**config.mk**
```make
export PLATFORM = sky130hd
export DESIGN_NAME = three_rotor_letter_cipher_unit
export DESIGN_NICKNAME = d
export VERILOG_FILES = /design/src/design/trlc_pkg.sv /design/src/design/trlc_front.sv /design/src/design/trlc_queue.sv /design/src/design/trlc_back.sv /design/src/design/three_rotor_letter_cipher_unit.sv
export SDC_FILE = /design/constraint.sdc
export NUM_CORES = 1
export LEC_CHECK = 0
export ABC_AREA = 1
export BUFFER_PORTS_ARGS = -buffer_cell sky130_fd_sc_hd__buf_2
export CAP_MARGIN = 20
export CORE_MARGIN = 2
export CORE_UTILIZATION = 50
export CTS_BUF_LIST = sky130_fd_sc_hd__clkbuf_4 sky130_fd_sc_hd__clkbuf_8
export DETAILED_ROUTE_END_ITERATION = 12
export PLACE_DENSITY_LB_ADDON = 0.12
export SLEW_MARGIN = 20
export SYNTH_ARGS = -nofsm -noshare
export SYNTH_HDL_FRONTEND = slang
export SYNTH_SLANG_ARGS = --single-unit
export TNS_END_PERCENT = 5
```
**constraint.sdc**
```tcl
create_clock -name clk_i -period 5.4 [get_ports clk_i]
set_input_delay 0.81 -clock clk_i [delete_from_list [all_inputs] [get_ports clk_i]]
set_output_delay 0.81 -clock clk_i [all_outputs]
set_load 0.02 [all_outputs]
```
**src/design/trlc_pkg.sv**
```systemverilog
// Shared types, constants and letter arithmetic of the three-rotor letter cipher.
package trlc_pkg;

  localparam int Letters     = 26;
  localparam int LetterWidth = 5;
  localparam int Rotors      = 3;
  localparam int Stages      = 6;
  localparam int QueueDepth  = 2;
  localparam int CfgIdxWidth = 2;

  localparam logic [LetterWidth-1:0] LastLetter = LetterWidth'(Letters - 1);

  localparam logic       ReqLoad    = 1'b0;
  localparam logic       ReqEncrypt = 1'b1;

  localparam logic [1:0] SelSlow   = 2'd0;
  localparam logic [1:0] SelMiddle = 2'd1;
  localparam logic [1:0] SelFast   = 2'd2;
  localparam logic [1:0] SelNone   = 2'd3;

  localparam logic [CfgIdxWidth-1:0] RegFastNotch   = CfgIdxWidth'(0);
  localparam logic [CfgIdxWidth-1:0] RegMiddleNotch = CfgIdxWidth'(1);

  localparam int ReflectStage = 2;

  localparam logic [1:0] StageRotor [Stages] = '{
    SelFast, SelMiddle, SelSlow, SelSlow, SelMiddle, SelFast
  };
  localparam logic StageInverse [Stages] = '{1'b0, 1'b0, 1'b0, 1'b1, 1'b1, 1'b1};

  localparam logic [LetterWidth-1:0] Reflector [Letters] = '{
    5'd24, 5'd17, 5'd20, 5'd7,  5'd16, 5'd18, 5'd11, 5'd3,  5'd15,
    5'd23, 5'd13, 5'd6,  5'd14, 5'd10, 5'd12, 5'd8,  5'd4,  5'd1,
    5'd5,  5'd25, 5'd2,  5'd22, 5'd21, 5'd9,  5'd0,  5'd19
  };

  typedef logic [LetterWidth-1:0] letter_t;

  typedef struct packed {
    letter_t fast;
    letter_t middle;
    letter_t slow;
  } pos_t;

  typedef struct packed {
    letter_t fast_notch;
    letter_t middle_notch;
  } cfg_t;

  typedef struct packed {
    logic       is_enc;
    logic [1:0] sel;
    letter_t    widx;
    letter_t    wlet;
    letter_t    letter;
    pos_t       pos;
  } entry_t;

  function automatic letter_t add_mod(letter_t a, letter_t b);
    logic [LetterWidth:0] s;
    s = {1'b0, a} + {1'b0, b};
    if (s >= (LetterWidth+1)'(Letters)) begin
      s = s - (LetterWidth+1)'(Letters);
    end
    return s[LetterWidth-1:0];
  endfunction

  function automatic letter_t sub_mod(letter_t w, letter_t p);
    logic [LetterWidth:0] s;
    if (w >= p) begin
      s = {1'b0, w} - {1'b0, p};
    end else begin
      s = {1'b0, w} + (LetterWidth+1)'(Letters) - {1'b0, p};
    end
    return s[LetterWidth-1:0];
  endfunction

  function automatic letter_t reduce(letter_t x);
    letter_t r;
    r = x;
    if (x >= LetterWidth'(Letters)) begin
      r = x - LetterWidth'(Letters);
    end
    return r;
  endfunction

  function automatic letter_t advance(letter_t p);
    letter_t r;
    r = p + LetterWidth'(1);
    if (p == LastLetter) begin
      r = '0;
    end
    return r;
  endfunction

  function automatic letter_t pos_of(pos_t p, logic [1:0] sel);
    letter_t r;
    case (sel)
      SelSlow:   r = p.slow;
      SelMiddle: r = p.middle;
      SelFast:   r = p.fast;
      default:   r = p.fast;
    endcase
    return r;
  endfunction

endpackage

```
**src/design/trlc_front.sv**
```systemverilog
// Front end: request intake, rotor stepping and load filtering.
module trlc_front (
  input  logic                  clk_i,
  input  logic                  rst_ni,
  input  logic                  accept_i,
  input  logic                  req_type_i,
  input  logic [1:0]            rotor_select_i,
  input  trlc_pkg::letter_t     wiring_index_i,
  input  trlc_pkg::letter_t     wiring_letter_i,
  input  trlc_pkg::letter_t     plain_letter_i,
  input  trlc_pkg::cfg_t        cfg_i,
  output logic                  push_o,
  output trlc_pkg::entry_t      entry_o,
  output trlc_pkg::pos_t        pos_o
);

  trlc_pkg::pos_t pos_q, pos_d;
  logic           load_ok;

  always_comb begin
    pos_d = pos_q;
    if (accept_i && req_type_i == trlc_pkg::ReqEncrypt) begin
      pos_d.fast = trlc_pkg::advance(pos_q.fast);
      if (pos_d.fast == cfg_i.fast_notch) begin
        pos_d.middle = trlc_pkg::advance(pos_q.middle);
        if (pos_d.middle == cfg_i.middle_notch) begin
          pos_d.slow = trlc_pkg::advance(pos_q.slow);
        end
      end
    end
  end

  always_ff @(posedge clk_i or negedge rst_ni) begin
    if (!rst_ni) begin
      pos_q <= '0;
    end else begin
      pos_q <= pos_d;
    end
  end

  // drop loads with a bad rotor, contact or letter
  assign load_ok = (rotor_select_i != trlc_pkg::SelNone)
                && (wiring_index_i < trlc_pkg::LetterWidth'(trlc_pkg::Letters))
                && (wiring_letter_i < trlc_pkg::LetterWidth'(trlc_pkg::Letters));

  assign push_o = accept_i && (req_type_i == trlc_pkg::ReqEncrypt || load_ok);

  always_comb begin
    entry_o.is_enc = req_type_i;
    entry_o.sel    = rotor_select_i;
    entry_o.widx   = wiring_index_i;
    entry_o.wlet   = wiring_letter_i;
    entry_o.letter = trlc_pkg::reduce(plain_letter_i);
    entry_o.pos    = pos_d;
  end

  assign pos_o = pos_q;

endmodule

```
**src/design/trlc_queue.sv**
```systemverilog
// Short request queue between the front end and the substitution pipeline.
module trlc_queue #(
  parameter int Depth = trlc_pkg::QueueDepth
) (
  input  logic              clk_i,
  input  logic              rst_ni,
  input  logic              push_i,
  input  trlc_pkg::entry_t  entry_i,
  output logic              full_o,
  input  logic              pop_i,
  output logic              valid_o,
  output trlc_pkg::entry_t  head_o
);

  localparam int PtrW = (Depth > 1) ? $clog2(Depth) : 1;
  localparam int CntW = $clog2(Depth + 1);

  trlc_pkg::entry_t mem_q [Depth];
  logic [PtrW-1:0]  wr_ptr_q, rd_ptr_q;
  logic [CntW-1:0]  cnt_q;
  logic             do_push, do_pop;

  function automatic logic [PtrW-1:0] wrap_inc(logic [PtrW-1:0] p);
    logic [PtrW-1:0] r;
    r = p + PtrW'(1);
    if (p == PtrW'(Depth - 1)) begin
      r = '0;
    end
    return r;
  endfunction

  assign full_o  = (cnt_q == CntW'(Depth));
  assign valid_o = (cnt_q != '0);
  assign head_o  = mem_q[rd_ptr_q];
  assign do_push = push_i && !full_o;
  assign do_pop  = pop_i && valid_o;

  always_ff @(posedge clk_i) begin
    if (do_push) begin
      mem_q[wr_ptr_q] <= entry_i;
    end
  end

  always_ff @(posedge clk_i or negedge rst_ni) begin
    if (!rst_ni) begin
      wr_ptr_q <= '0;
      rd_ptr_q <= '0;
      cnt_q    <= '0;
    end else begin
      if (do_push) begin
        wr_ptr_q <= wrap_inc(wr_ptr_q);
      end
      if (do_pop) begin
        rd_ptr_q <= wrap_inc(rd_ptr_q);
      end
      if (do_push && !do_pop) begin
        cnt_q <= cnt_q + CntW'(1);
      end else if (do_pop && !do_push) begin
        cnt_q <= cnt_q - CntW'(1);
      end
    end
  end

endmodule

```
**src/design/trlc_back.sv**
```systemverilog
// Back end: six-stage rotor and reflector pipeline holding the wiring tables.
module trlc_back (
  input  logic              clk_i,
  input  logic              rst_ni,
  input  logic              valid_i,
  input  trlc_pkg::entry_t  entry_i,
  output logic              advance_o,
  output logic              out_valid_o,
  input  logic              out_stall_i,
  output trlc_pkg::entry_t  out_entry_o
);

  localparam int S = trlc_pkg::Stages;

  trlc_pkg::letter_t fwd_q [trlc_pkg::Rotors][trlc_pkg::Letters];
  trlc_pkg::letter_t inv_q [trlc_pkg::Rotors][trlc_pkg::Letters];

  trlc_pkg::entry_t  st_q  [S];
  logic [S-1:0]      st_v_q;
  trlc_pkg::entry_t  in_e  [S];
  logic [S-1:0]      in_v;
  trlc_pkg::entry_t  nxt   [S];
  logic              adv;

  assign out_valid_o = st_v_q[S-1] && st_q[S-1].is_enc;
  assign adv         = !(out_valid_o && out_stall_i);
  assign advance_o   = adv;
  assign out_entry_o = st_q[S-1];

  always_comb begin
    in_e[0] = entry_i;
    in_v[0] = valid_i;
    for (int k = 1; k < S; k++) begin
      in_e[k] = st_q[k-1];
      in_v[k] = st_v_q[k-1];
    end
  end

  always_comb begin
    trlc_pkg::letter_t p;
    trlc_pkg::letter_t c;
    trlc_pkg::letter_t w;
    trlc_pkg::letter_t x;
    for (int k = 0; k < S; k++) begin
      p = trlc_pkg::pos_of(in_e[k].pos, trlc_pkg::StageRotor[k]);
      c = trlc_pkg::add_mod(in_e[k].letter, p);
      if (trlc_pkg::StageInverse[k]) begin
        w = inv_q[trlc_pkg::StageRotor[k]][c];
      end else begin
        w = fwd_q[trlc_pkg::StageRotor[k]][c];
      end
      x = trlc_pkg::sub_mod(w, p);
      if (k == trlc_pkg::ReflectStage) begin
        x = trlc_pkg::Reflector[x];
      end
      nxt[k]        = in_e[k];
      nxt[k].letter = x;
    end
  end

  // write each table as the load passes the stage that reads it
  always_ff @(posedge clk_i) begin
    for (int k = 0; k < S; k++) begin
      if (adv && in_v[k] && !in_e[k].is_enc
          && in_e[k].sel == trlc_pkg::StageRotor[k]) begin
        if (trlc_pkg::StageInverse[k]) begin
          inv_q[trlc_pkg::StageRotor[k]][in_e[k].wlet] <= in_e[k].widx;
        end else begin
          fwd_q[trlc_pkg::StageRotor[k]][in_e[k].widx] <= in_e[k].wlet;
        end
      end
    end
  end

  always_ff @(posedge clk_i) begin
    if (adv) begin
      for (int k = 0; k < S; k++) begin
        st_q[k] <= nxt[k];
      end
    end
  end

  always_ff @(posedge clk_i or negedge rst_ni) begin
    if (!rst_ni) begin
      st_v_q <= '0;
    end else if (adv) begin
      st_v_q <= in_v;
    end
  end

endmodule

```
**src/design/three_rotor_letter_cipher_unit.sv**
```systemverilog
// Top level of the three-rotor letter cipher with reflector B.
//
// Requests enter on the in_ channel (valid/stall); a request is taken at a
// clock edge with in_valid_i high and in_stall_o low. A load request writes
// one forward wiring entry of one rotor and the matching inverse entry and
// gives no result. An encrypt request steps the rotors and gives one result
// on the out_ channel: the cipher letter and the three positions after
// stepping. Loads with a bad rotor, contact or letter are dropped.
// One request per cycle is sustained while no result is stalled, set by
// the six-stage lookup pipeline behind a two-entry queue. The user writes
// notches on the cfg_ port only while idle; the block does not enforce it.
// Reset zeroes the positions and notches and empties queue and pipeline;
// wiring tables hold no value until loaded. While out_stall_i holds a
// result, the pipeline freezes, the queue fills, and then in_stall_o rises.
module three_rotor_letter_cipher_unit #(
  parameter int QueueDepth = trlc_pkg::QueueDepth
) (
  input  logic                                clk_i,
  input  logic                                rst_ni,
  input  logic                                in_valid_i,
  output logic                                in_stall_o,
  input  logic                                req_type_i,
  input  logic [1:0]                          rotor_select_i,
  input  logic [trlc_pkg::LetterWidth-1:0]    wiring_index_i,
  input  logic [trlc_pkg::LetterWidth-1:0]    wiring_letter_i,
  input  logic [trlc_pkg::LetterWidth-1:0]    plain_letter_i,
  output logic                                out_valid_o,
  input  logic                                out_stall_i,
  output logic [trlc_pkg::LetterWidth-1:0]    cipher_letter_o,
  output logic [trlc_pkg::LetterWidth-1:0]    fast_position_o,
  output logic [trlc_pkg::LetterWidth-1:0]    middle_position_o,
  output logic [trlc_pkg::LetterWidth-1:0]    slow_position_o,
  input  logic                                cfg_we_i,
  input  logic [trlc_pkg::CfgIdxWidth-1:0]    cfg_index_i,
  input  logic [trlc_pkg::LetterWidth-1:0]    cfg_wdata_i
);

  trlc_pkg::cfg_t   cfg_q;
  logic             accept;
  logic             push;
  trlc_pkg::entry_t push_entry;
  trlc_pkg::pos_t   front_pos;
  logic             q_full;
  logic             q_valid;
  trlc_pkg::entry_t q_head;
  logic             adv;
  trlc_pkg::entry_t out_entry;

  always_ff @(posedge clk_i or negedge rst_ni) begin
    if (!rst_ni) begin
      cfg_q <= '0;
    end else if (cfg_we_i) begin
      case (cfg_index_i)
        trlc_pkg::RegFastNotch:   cfg_q.fast_notch   <= cfg_wdata_i;
        trlc_pkg::RegMiddleNotch: cfg_q.middle_notch <= cfg_wdata_i;
        default: ;
      endcase
    end
  end

  assign in_stall_o = q_full;
  assign accept     = in_valid_i && !in_stall_o;

  trlc_front u_front (
    .clk_i           (clk_i),
    .rst_ni          (rst_ni),
    .accept_i        (accept),
    .req_type_i      (req_type_i),
    .rotor_select_i  (rotor_select_i),
    .wiring_index_i  (wiring_index_i),
    .wiring_letter_i (wiring_letter_i),
    .plain_letter_i  (plain_letter_i),
    .cfg_i           (cfg_q),
    .push_o          (push),
    .entry_o         (push_entry),
    .pos_o           (front_pos)
  );

  trlc_queue #(
    .Depth (QueueDepth)
  ) u_queue (
    .clk_i   (clk_i),
    .rst_ni  (rst_ni),
    .push_i  (push),
    .entry_i (push_entry),
    .full_o  (q_full),
    .pop_i   (adv),
    .valid_o (q_valid),
    .head_o  (q_head)
  );

  trlc_back u_back (
    .clk_i       (clk_i),
    .rst_ni      (rst_ni),
    .valid_i     (q_valid),
    .entry_i     (q_head),
    .advance_o   (adv),
    .out_valid_o (out_valid_o),
    .out_stall_i (out_stall_i),
    .out_entry_o (out_entry)
  );

  assign cipher_letter_o   = out_entry.letter;
  assign fast_position_o   = out_entry.pos.fast;
  assign middle_position_o = out_entry.pos.middle;
  assign slow_position_o   = out_entry.pos.slow;

  a_pos_hold: assert property (@(posedge clk_i) disable iff (!rst_ni)
    !(accept && req_type_i == trlc_pkg::ReqEncrypt) |=> $stable(front_pos))
    else $error("rotor positions moved without an encrypt request");

  a_head_hold: assert property (@(posedge clk_i) disable iff (!rst_ni)
    q_valid && !adv |=> q_valid && $stable(q_head))
    else $error("queue head changed while the pipeline was frozen");

  a_load_clean: assert property (@(posedge clk_i) disable iff (!rst_ni)
    push && !push_entry.is_enc |->
      push_entry.sel != trlc_pkg::SelNone
      && push_entry.widx < trlc_pkg::LetterWidth'(trlc_pkg::Letters)
      && push_entry.wlet < trlc_pkg::LetterWidth'(trlc_pkg::Letters))
    else $error("out of range load request queued");

endmodule
```
* Yosys cells after proc, flatten, opt, wreduce, memory -nomap -nowiden
Memory sizes are Yosys's and may differ from the RTL's.
Index checks and enable logic that the tools add are counted.
** Storage, ports and cells
- Bits in read-only memories :: 160
- Input port bits :: 30
- Register bits after elaboration :: 35
- Logic and storage cells :: 236
- Memories :: 5
- RAM bits :: 1044
** Memory list
- u_back.fwd_q :: depth 3, bits a word 130, rd ports 3, clocked after memory_dff 0, write ports 3, RTL line trlc_back.sv:15 : trlc_pkg::letter_t fwd_q [trlc_pkg::Rotors][trlc_pkg::Letters];
- u_back.inv_q :: depth 3, bits a word 130, rd ports 3, clocked after memory_dff 0, write ports 3, RTL line trlc_back.sv:16 : trlc_pkg::letter_t inv_q [trlc_pkg::Rotors][trlc_pkg::Letters];
- u_back.st_q :: depth 6, bits a word 33, rd ports 6, clocked after memory_dff 0, write ports 6, RTL line trlc_back.sv:18 : trlc_pkg::entry_t st_q [S];
- (no name shown) :: depth 32, bits a word 5, rd ports 1, clocked after memory_dff 0, write ports 0, RTL line trlc_back.sv:54 : x = trlc_pkg::Reflector[x];
- u_queue.mem_q :: depth 2, bits a word 33, rd ports 1, clocked after memory_dff 0, write ports 1, RTL line trlc_queue.sv:18 : trlc_pkg::entry_t mem_q [Depth];
** Cells by class
- Equality and inequality tests :: 12
- Reduce and logical (&&, ||, !) cells :: 52
- Bitwise logic cells :: 13
- Mux-type cells :: 73
- $lt $le $gt $ge :: 34
- Add/sub/neg operators :: 38
** Operators by type and width (number)
- $mux 130 :: 6
- $mux 5 :: 40
- $bmux 5 s5 :: 6
- $demux 5 s5 :: 6
- $ge 6x6->1 const B :: 13
- $not 5->6 :: 13
- $sub 5x5->5 :: 12
- $add 5x5->6 :: 6
- $ge 6x5->1 const B :: 6
- $lt 6x1->1 const B :: 6
- $sub 5x5->5 const B :: 7
- $logic_and 1x1->1 :: 34
- $add 5x5->5 const B :: 6
- $ge 5x5->1 :: 6
- $add 5x1->5 const B :: 3
- $eq 5x5->1 const B :: 3
- $mux 15 :: 1
- $mux 1 :: 11
- $eq 5x5->1 :: 2
- $logic_not 1->1 :: 10
- $lt 5x5->1 const B :: 2
- $mux 10 :: 1
- $eq 2x1->1 const B :: 3
- $eq 2x2->1 const B :: 3
- 10 further kinds :: 16

* Depth between registers and ports, before layout
Gate-level depths: netlist (run 1).
An unclocked memory read counts as a cell.
- Depth in word-level cells :: 15
- Depth in mapped cells :: 34
- Depth with buffers taken out :: 31

* Cells and area by module
A second synthesis (run 1) with hierarchy kept.
** Unflattened totals
- Cell total of the unflattened synthesis :: 4336
- Area, all modules :: 48138.7 um2
** Modules (own cells, without submodules)
- trlc_back :: instances 1, cells an instance 3883, area an instance 43664.4 um2, sequential area each 29518.3 um2
- trlc_queue :: instances 1, cells an instance 204, area an instance 2666.3 um2, sequential area each 2082.0 um2
- trlc_front :: instances 1, cells an instance 202, area an instance 1382.6 um2, sequential area each 375.4 um2
- three_rotor_letter_cipher_unit :: instances 1, cells an instance 47, area an instance 425.4 um2, sequential area each 250.2 um2

* Worst setup path before layout (run 1)
No wires, ideal clock.
- Path kind :: input-to-reg
- Start :: input out_stall_i
- End :: memory u_back.fwd_q[0][260] (netlist name) (enable)
- Path slack :: 0.039 ns
- Cell stages on the path :: 5
- Data required time :: 5.060 ns
- Setup time :: 0.340 ns
- Path buffers :: 0
- Arrival :: 5.021 ns
- Cell sequence :: nand2_2 -> o21ai_0 -> nor4_1 -> nand3_1 -> nor2_1
** RTL lines
- start: declaration :: RTL line three_rotor_letter_cipher_unit.sv:28 : input logic out_stall_i,
- end: declaration :: RTL line trlc_back.sv:15

==> flow_metrics.py, run 1 <==
metrics = {
    "placed_design": {
        "dp_hpwl_um": 69100,
        "dp_slack_ns": 0.231,
        "gp_congestion": 0.870,
        "io_buffers": 51,
    },
    "timing": {
        "min_period_ns": 4.95,
        "final.setup.tns_ns": 0,
        "setup_viol_count_final": 0,
        "hold_violations": 0,
        "setup_slack_ns": 0.447,
        "rsz0062_at_grt": "false",
        "fmax_ghz": 0.202,
        "skew_ns": 0.0370,
        "period_share_pct": 91.7,
        "worst-slew-pin-transition_ns": 1.10,
        "drv_slew": 0,
        "slew_headroom_pct": 26.8,
    },
    "synth": {
        "syn-num-nets": 4469,
        "synth_edf_count": 1032,
        "syn_inst": 4309,
        "synth_flop_cell": "edfxtp_1",
        "synth_seq_area_share_pct": 66.4,
        "synth_top_family_by_area": "simple AND/OR/NAND/NOR gates",
        "synthXorXnorAreaFrac_pct": 1.10,
        "synth_compound_area_share_pct": 2.41,
        "synth_mux_area_share_pct": 1.75,
        "synth-adder-area-share_pct": 3.77,
        "ys_ff_latch": 1067,
        "yosys.cell_types.count": 52,
        "synthArstFlopShare_pct": 3.28,
        "synth-simple-area-share_pct": 20.9,
        "synth_area_um2": 48000,
        "synth_area_per_cell_um2": 11.1,
        "ys_warn_count": 0,
    },
    "run": {
        "drv_cap": 0,
    },
    "routing": {
        "vias": 30500,
        "antenna_left": 0,
        "drc": 0,
        "drt_first_iter_violations": 2166,
        "viasPerCell": 5.21,
        "routed_wl_um": 107000,
        "wl_per_cell_um": 18.4,
        "dr.pass1.iters": 8,
    },
    "final_layout": {
        "nets": 4606,
        "mostFrequentLayoutCells": "nand2_1 (1540), edfxtp_1 (1032), nand3_1 (421), nor2_1 (250), inv_1 (224)",
        "drive_gt1_share_pct": 11.7,
        "final_common_cell": "nand2_1",
        "syn_to_final_growth_pct": 10.6,
    },
    "critical_path": {
        "critPathKind": "reg2reg",
        "path_common_cell": "nand2_1",
        "crit_slowest_cell": "edfxtp_1",
        "crit_fanout": 28,
        "crit_family": "simple AND/OR/NAND/NOR gates",
        "r2r_cells": 26,
        "max_stage_delay_ns": 0.44,
        "worst-path-buf-inv": 4,
        "crit_path_end_kind": "register",
        "cp_num_cells": 26,
        "cp-start-kind": "register",
        "worstPathRequired_ns": 5.97,
        "arrival_ns": 5.52,
    },
    "clock_network": {
        "postCtsSetupBuffers": 0,
        "hold_buffers": 0,
        "clock_path_buffers": 3,
        "cts_resized": 0,
        "worstSkewPairLatency_ns": 0.85,
        "cts_tree": "done",
        "htree_levels": 4,
        "clkTransAtPathRegs_ns": 0.06,
        "numCtsBuffers": 175,
        "cts.sinks": 1067,
        "clk_root_buffer_cell": "clkbuf_8",
    },
    "grt": {
        "grt_pass1_vias": 30100,
        "grt_use_total_pct": 22.0,
        "grt_overflow_total": 0,
        "grt_pass1_wl_um": 168000,
        "grt_max_degree": 71,
        "antenna_found_initial": 1,
    },
    "die": {
        "num_io_pins": 52,
        "start_util_pct": 50.5,
        "dieArea_um2": 98500,
        "fp.dieW_um": 314,
        "die_h_um": 314,
        "core_um2": 95000,
        "rows": 113,
    },
    "run_status": {
        "status": "finished clean",
    },
    "min_path": {
        "hold_path.class": "in2async",
    },
}
==> state kept, by name (all words and copies together) (netlist names) <==
signal            cells
cfg_q                10
u_back.fwd_q        390
u_back.inv_q        390
u_back.st_q         186
u_back.st_v_q         6
u_front.pos_o        15
u_queue.cnt_q         2
u_queue.mem_q        66
u_queue.rd_ptr_q      1
u_queue.wr_ptr_q      1
==> layout make-up <==
cell class	count	area (um^2)
flip-flops and latches	1067	31900
diodes	2	5.00
repair buffers	111	749
fillers	8027	41900
multi-input cells	2839	14400
clock buffers	232	2850
well taps	1265	1580
inverters	252	951
clock inverters	77	668
==> final timing paths <==
kind,endpoint,slack (ns),start
min in group clk_i,u_queue.mem_q[1][20],0.16,wiring_letter_i[0]
max in group asynchronous,u_front.pos_o[4],4.72,rst_ni
max reg2reg,u_back.st_q[2][18],0.45,u_back.st_q[1][0]
max,u_back.st_q[2][18],0.45,u_back.st_q[1][0]
min,u_queue.cnt_q[1],0.11,rst_ni
min reg2reg,u_back.st_q[3][13],0.42,u_back.st_q[2][13]
==> metal layers <==
layer  vias to the layer above  track usage [%]  wire [um]
met1                     14400             28.9      45700
li1                      15000                -          -
met3                       219             3.59       5620
met4                         0             7.88       3080
met5                         -                0          0
met2                       804             37.2      52900
==> worst reg2reg max path: cells and delay by family (launching register included) <==
kind / cells / cell delay (ns)
AOI/OAI and AO/OA: 2 / 0.41
xor gates and xnor gates: 2 / 0.39
adders and majority gates: 5 / 1.56
and+or+nand+nor: 13 / 1.60
buffers and inverters: 4 / 0.31
DFF: 1 / 0.44
==> kinds of logic after synthesis <==
| group | after synthesis |
|---|---|
| buffers and inverters | 403 |
| AOI/OAI and AO/OA | 200 |
| adders and majority gates | 130 |
| muxes | 84 |
| DFF | 1067 |
| xor gates and xnor gates | 54 |
| and+or+nand+nor | 2371 |
==> stage by stage <==
stage          cells  hold WS [ns]  area (um^2)  util [%]
3_3_place_gp    5530         0.401        49500      52.1
4_1_cts         5840        0.0531        53000      55.8
5_1_grt         5845         0.106        53100      55.9
6_report        5845         0.109        53100      55.9
3_5_place_dp    5531         0.405        49500      52.1
2_1_floorplan   4309         0.400        48000         -
==> Yosys cell counts, types with 11 or more instances <==
master,instances,share of area [%]
xnor2_1,22,0.40
ha_1,106,2.8
o211ai_1,19,0.30
clkbuf_1,73,0.57
buf_6,11,0.26
a21oi_1,62,0.65
mux2i_1,84,1.8
o21bai_1,11,0.17
inv_2,24,0.19
buf_4,45,0.70
nand2_4,16,0.38
inv_1,227,1.8
xor2_1,26,0.47
fa_1,24,1.0
or2_2,21,0.27
nand2_2,27,0.35
nand2_1,1543,12
nor2_1,252,2.0
buf_2,12,0.13
nand3_1,421,4.4
nor3_1,11,0.11
o21ai_0,73,0.76
dfrtp_1,35,1.8
edfxtp_1,1032,65
nand4_1,36,0.47
Power of run 1 is left out: the tool's default activity adds up to more than one toggle a clock period on the data nets, which glitch-free logic cannot reach.
==> run 2, diff against run 1 <==
- TNS_END_PERCENT: 5 -> 20
- clock period: 5.4 -> 5.2 ns (I/O delays scaled with it)
==> flow_metrics.py, run 2 (same netlist as run 1, synthesis figures left out) <==
metrics = {
    "final_layout": {
        "mostFrequentLayoutCells": "nand2_1 (1543), edfxtp_1 (1032), nand3_1 (421), nor2_1 (250), inv_1 (225)",
        "drive_gt1_share_pct": 12.0,
        "final_common_cell": "nand2_1",
        "fillCellCount": 8153,
        "syn_to_final_growth_pct": 10.8,
        "nets": 4625,
        "ff_latch_area_um2": 31900,
        "multi_input_area_um2": 14400,
    },
    "die": {
        "core_um2": 95000,
        "die_h_um": 314,
        "rows": 113,
        "start_util_pct": 50.5,
        "num_io_pins": 52,
        "fp.dieW_um": 314,
        "dieArea_um2": 98500,
    },
    "timing": {
        "fmax_ghz": 0.210,
        "hold_violations": 0,
        "drv_slew": 0,
        "worst-slew-pin-transition_ns": 1.11,
        "skew_ns": 0.0410,
        "min_period_ns": 4.77,
        "rsz0062_at_grt": "true",
        "final.setup.tns_ns": 0,
        "slew_headroom_pct": 25.8,
        "setup_slack_ns": 0.434,
        "period_share_pct": 91.6,
        "whs_ns": 0.0501,
        "setup_viol_count_final": 0,
    },
    "clock_network": {
        "cts.sinks": 1067,
        "htree_levels": 4,
        "hold_buffers": 0,
        "clock_path_buffers": 3,
        "cts_tree": "done",
        "worstSkewPairLatency_ns": 0.86,
        "clk_root_buffer_cell": "clkbuf_8",
        "clkTransAtPathRegs_ns": 0.06,
        "numCtsBuffers": 173,
    },
    "routing": {
        "drc": 0,
        "viasPerCell": 5.22,
        "routed_wl_um": 107000,
        "dr.pass1.iters": 6,
        "wl_per_cell_um": 18.3,
        "antenna_left": 0,
        "drt_first_iter_violations": 2544,
        "vias": 30700,
    },
    "critical_path": {
        "crit_path_end_kind": "register",
        "cp-start-kind": "register",
        "r2r_setup_slack_ns": 0.43,
        "worstPathRequired_ns": 5.76,
        "crit_fanout": 11,
        "r2r_cells": 23,
        "arrival_ns": 5.32,
        "critPathKind": "reg2reg",
    },
    "placed_design": {
        "dp_slack_ns": 0.189,
        "gp_congestion": 0.901,
        "dp_hpwl_um": 70100,
        "io_buffers": 51,
    },
    "run_status": {
        "status": "finished clean",
    },
    "grt": {
        "grt_max_degree": 76,
        "grt_pass1_wl_um": 167000,
        "grt_pass1_vias": 30000,
        "grt_use_total_pct": 22.0,
        "antenna_found_initial": 1,
        "grt_overflow_total": 0,
    },
    "run": {
        "drv_cap": 0,
    },
    "min_path": {
        "hold_path.class": "in2async",
    },
}
[run 2: cell types whose count changed in the layout (fill, tap and decap cells not counted), moves of 2 or more]
cell,previous run,this run
buf_4,53,71
clkinv_2,19,12
buf_8,2,5
nand2_2,26,22
nand2_1,1540,1543
clkinv_1,31,40
clkinv_4,3,0
inv_6,4,7
buf_16,0,2
bufinv_16,9,2
clkbuf_4,55,66
[run 2: worst paths after layout]
kind	from	end
worst max-delay path	u_back.st_q[2][0]	u_back.st_q[3][18]
worst min-delay path	rst_ni	u_front.pos_o[14]
worst max register to register	u_back.st_q[2][0]	u_back.st_q[3][18]
worst min register to register	u_back.st_q[1][11]	u_back.st_q[2][11]
max in group asynchronous	rst_ni	u_back.st_v_q[5]
min in group clk_i	wiring_letter_i[0]	u_queue.mem_q[1][20]
[run 2: stage by stage]
| stage | utilization (%) | area, um^2 | instances |
|---|---|---|---|
| detailed placement | 52.2 | 49600 | 5544 |
| floorplan | - | 48000 | 4309 |
| finish | 56.0 | 53200 | 5872 |
| global placement | 52.2 | 49600 | 5543 |
| CTS | 55.7 | 53000 | 5858 |
| global route | 56.0 | 53200 | 5872 |
[run 2: worst max-delay path, cell delays in order (launching register included)]
cell and delay (ns):
edfxtp_1 0.52, ha_2 0.28, fa_1 0.43, nand2_1 0.12
nand3_1 0.08, nand3_1 0.08, nand2_1 0.14, nand3_4 0.13
nand2_4 0.10, o21ai_2 0.49, nand3_1 0.20, nand3_1 0.16
nand3_1 0.13, nand2_1 0.12, inv_1 0.05, ha_1 0.36
nand2_1 0.09, nand2_1 0.05, a31oi_1 0.20, inv_1 0.09
a211oi_1 0.21, o21bai_1 0.20, o21ai_0 0.14, o21ai_0 0.11
[run 2: layer usage]
metal | up-vias | track usage (%) | share of wire (%)
li1 | 15000 | - | -
met1 | 14600 | 28.9 | 43
met2 | 823 | 36.9 | 49
met3 | 198 | 3.56 | 4.9
met4 | 0 | 7.97 | 2.9
met5 | - | 0 | 0
[run 2: layout make-up]
cell class / count / area share (%)
antenna: 3 / 0.0141
clock buffer: 242 / 5.49
clock inverter: 72 / 0.852
inverter: 252 / 1.79
multi-input combinational: 2839 / 27.1
sequential: 1067 / 59.9
tap: 1265 / 2.98
timing repair buffer: 132 / 1.81
[run 2: repair_timing]
action / in CTS / in global routing
resized for setup: 0 / 12
endpoints found under the setup margin: 0 / 9
setup buffers: 0 / 4
Power of run 2 is left out for the same reason.
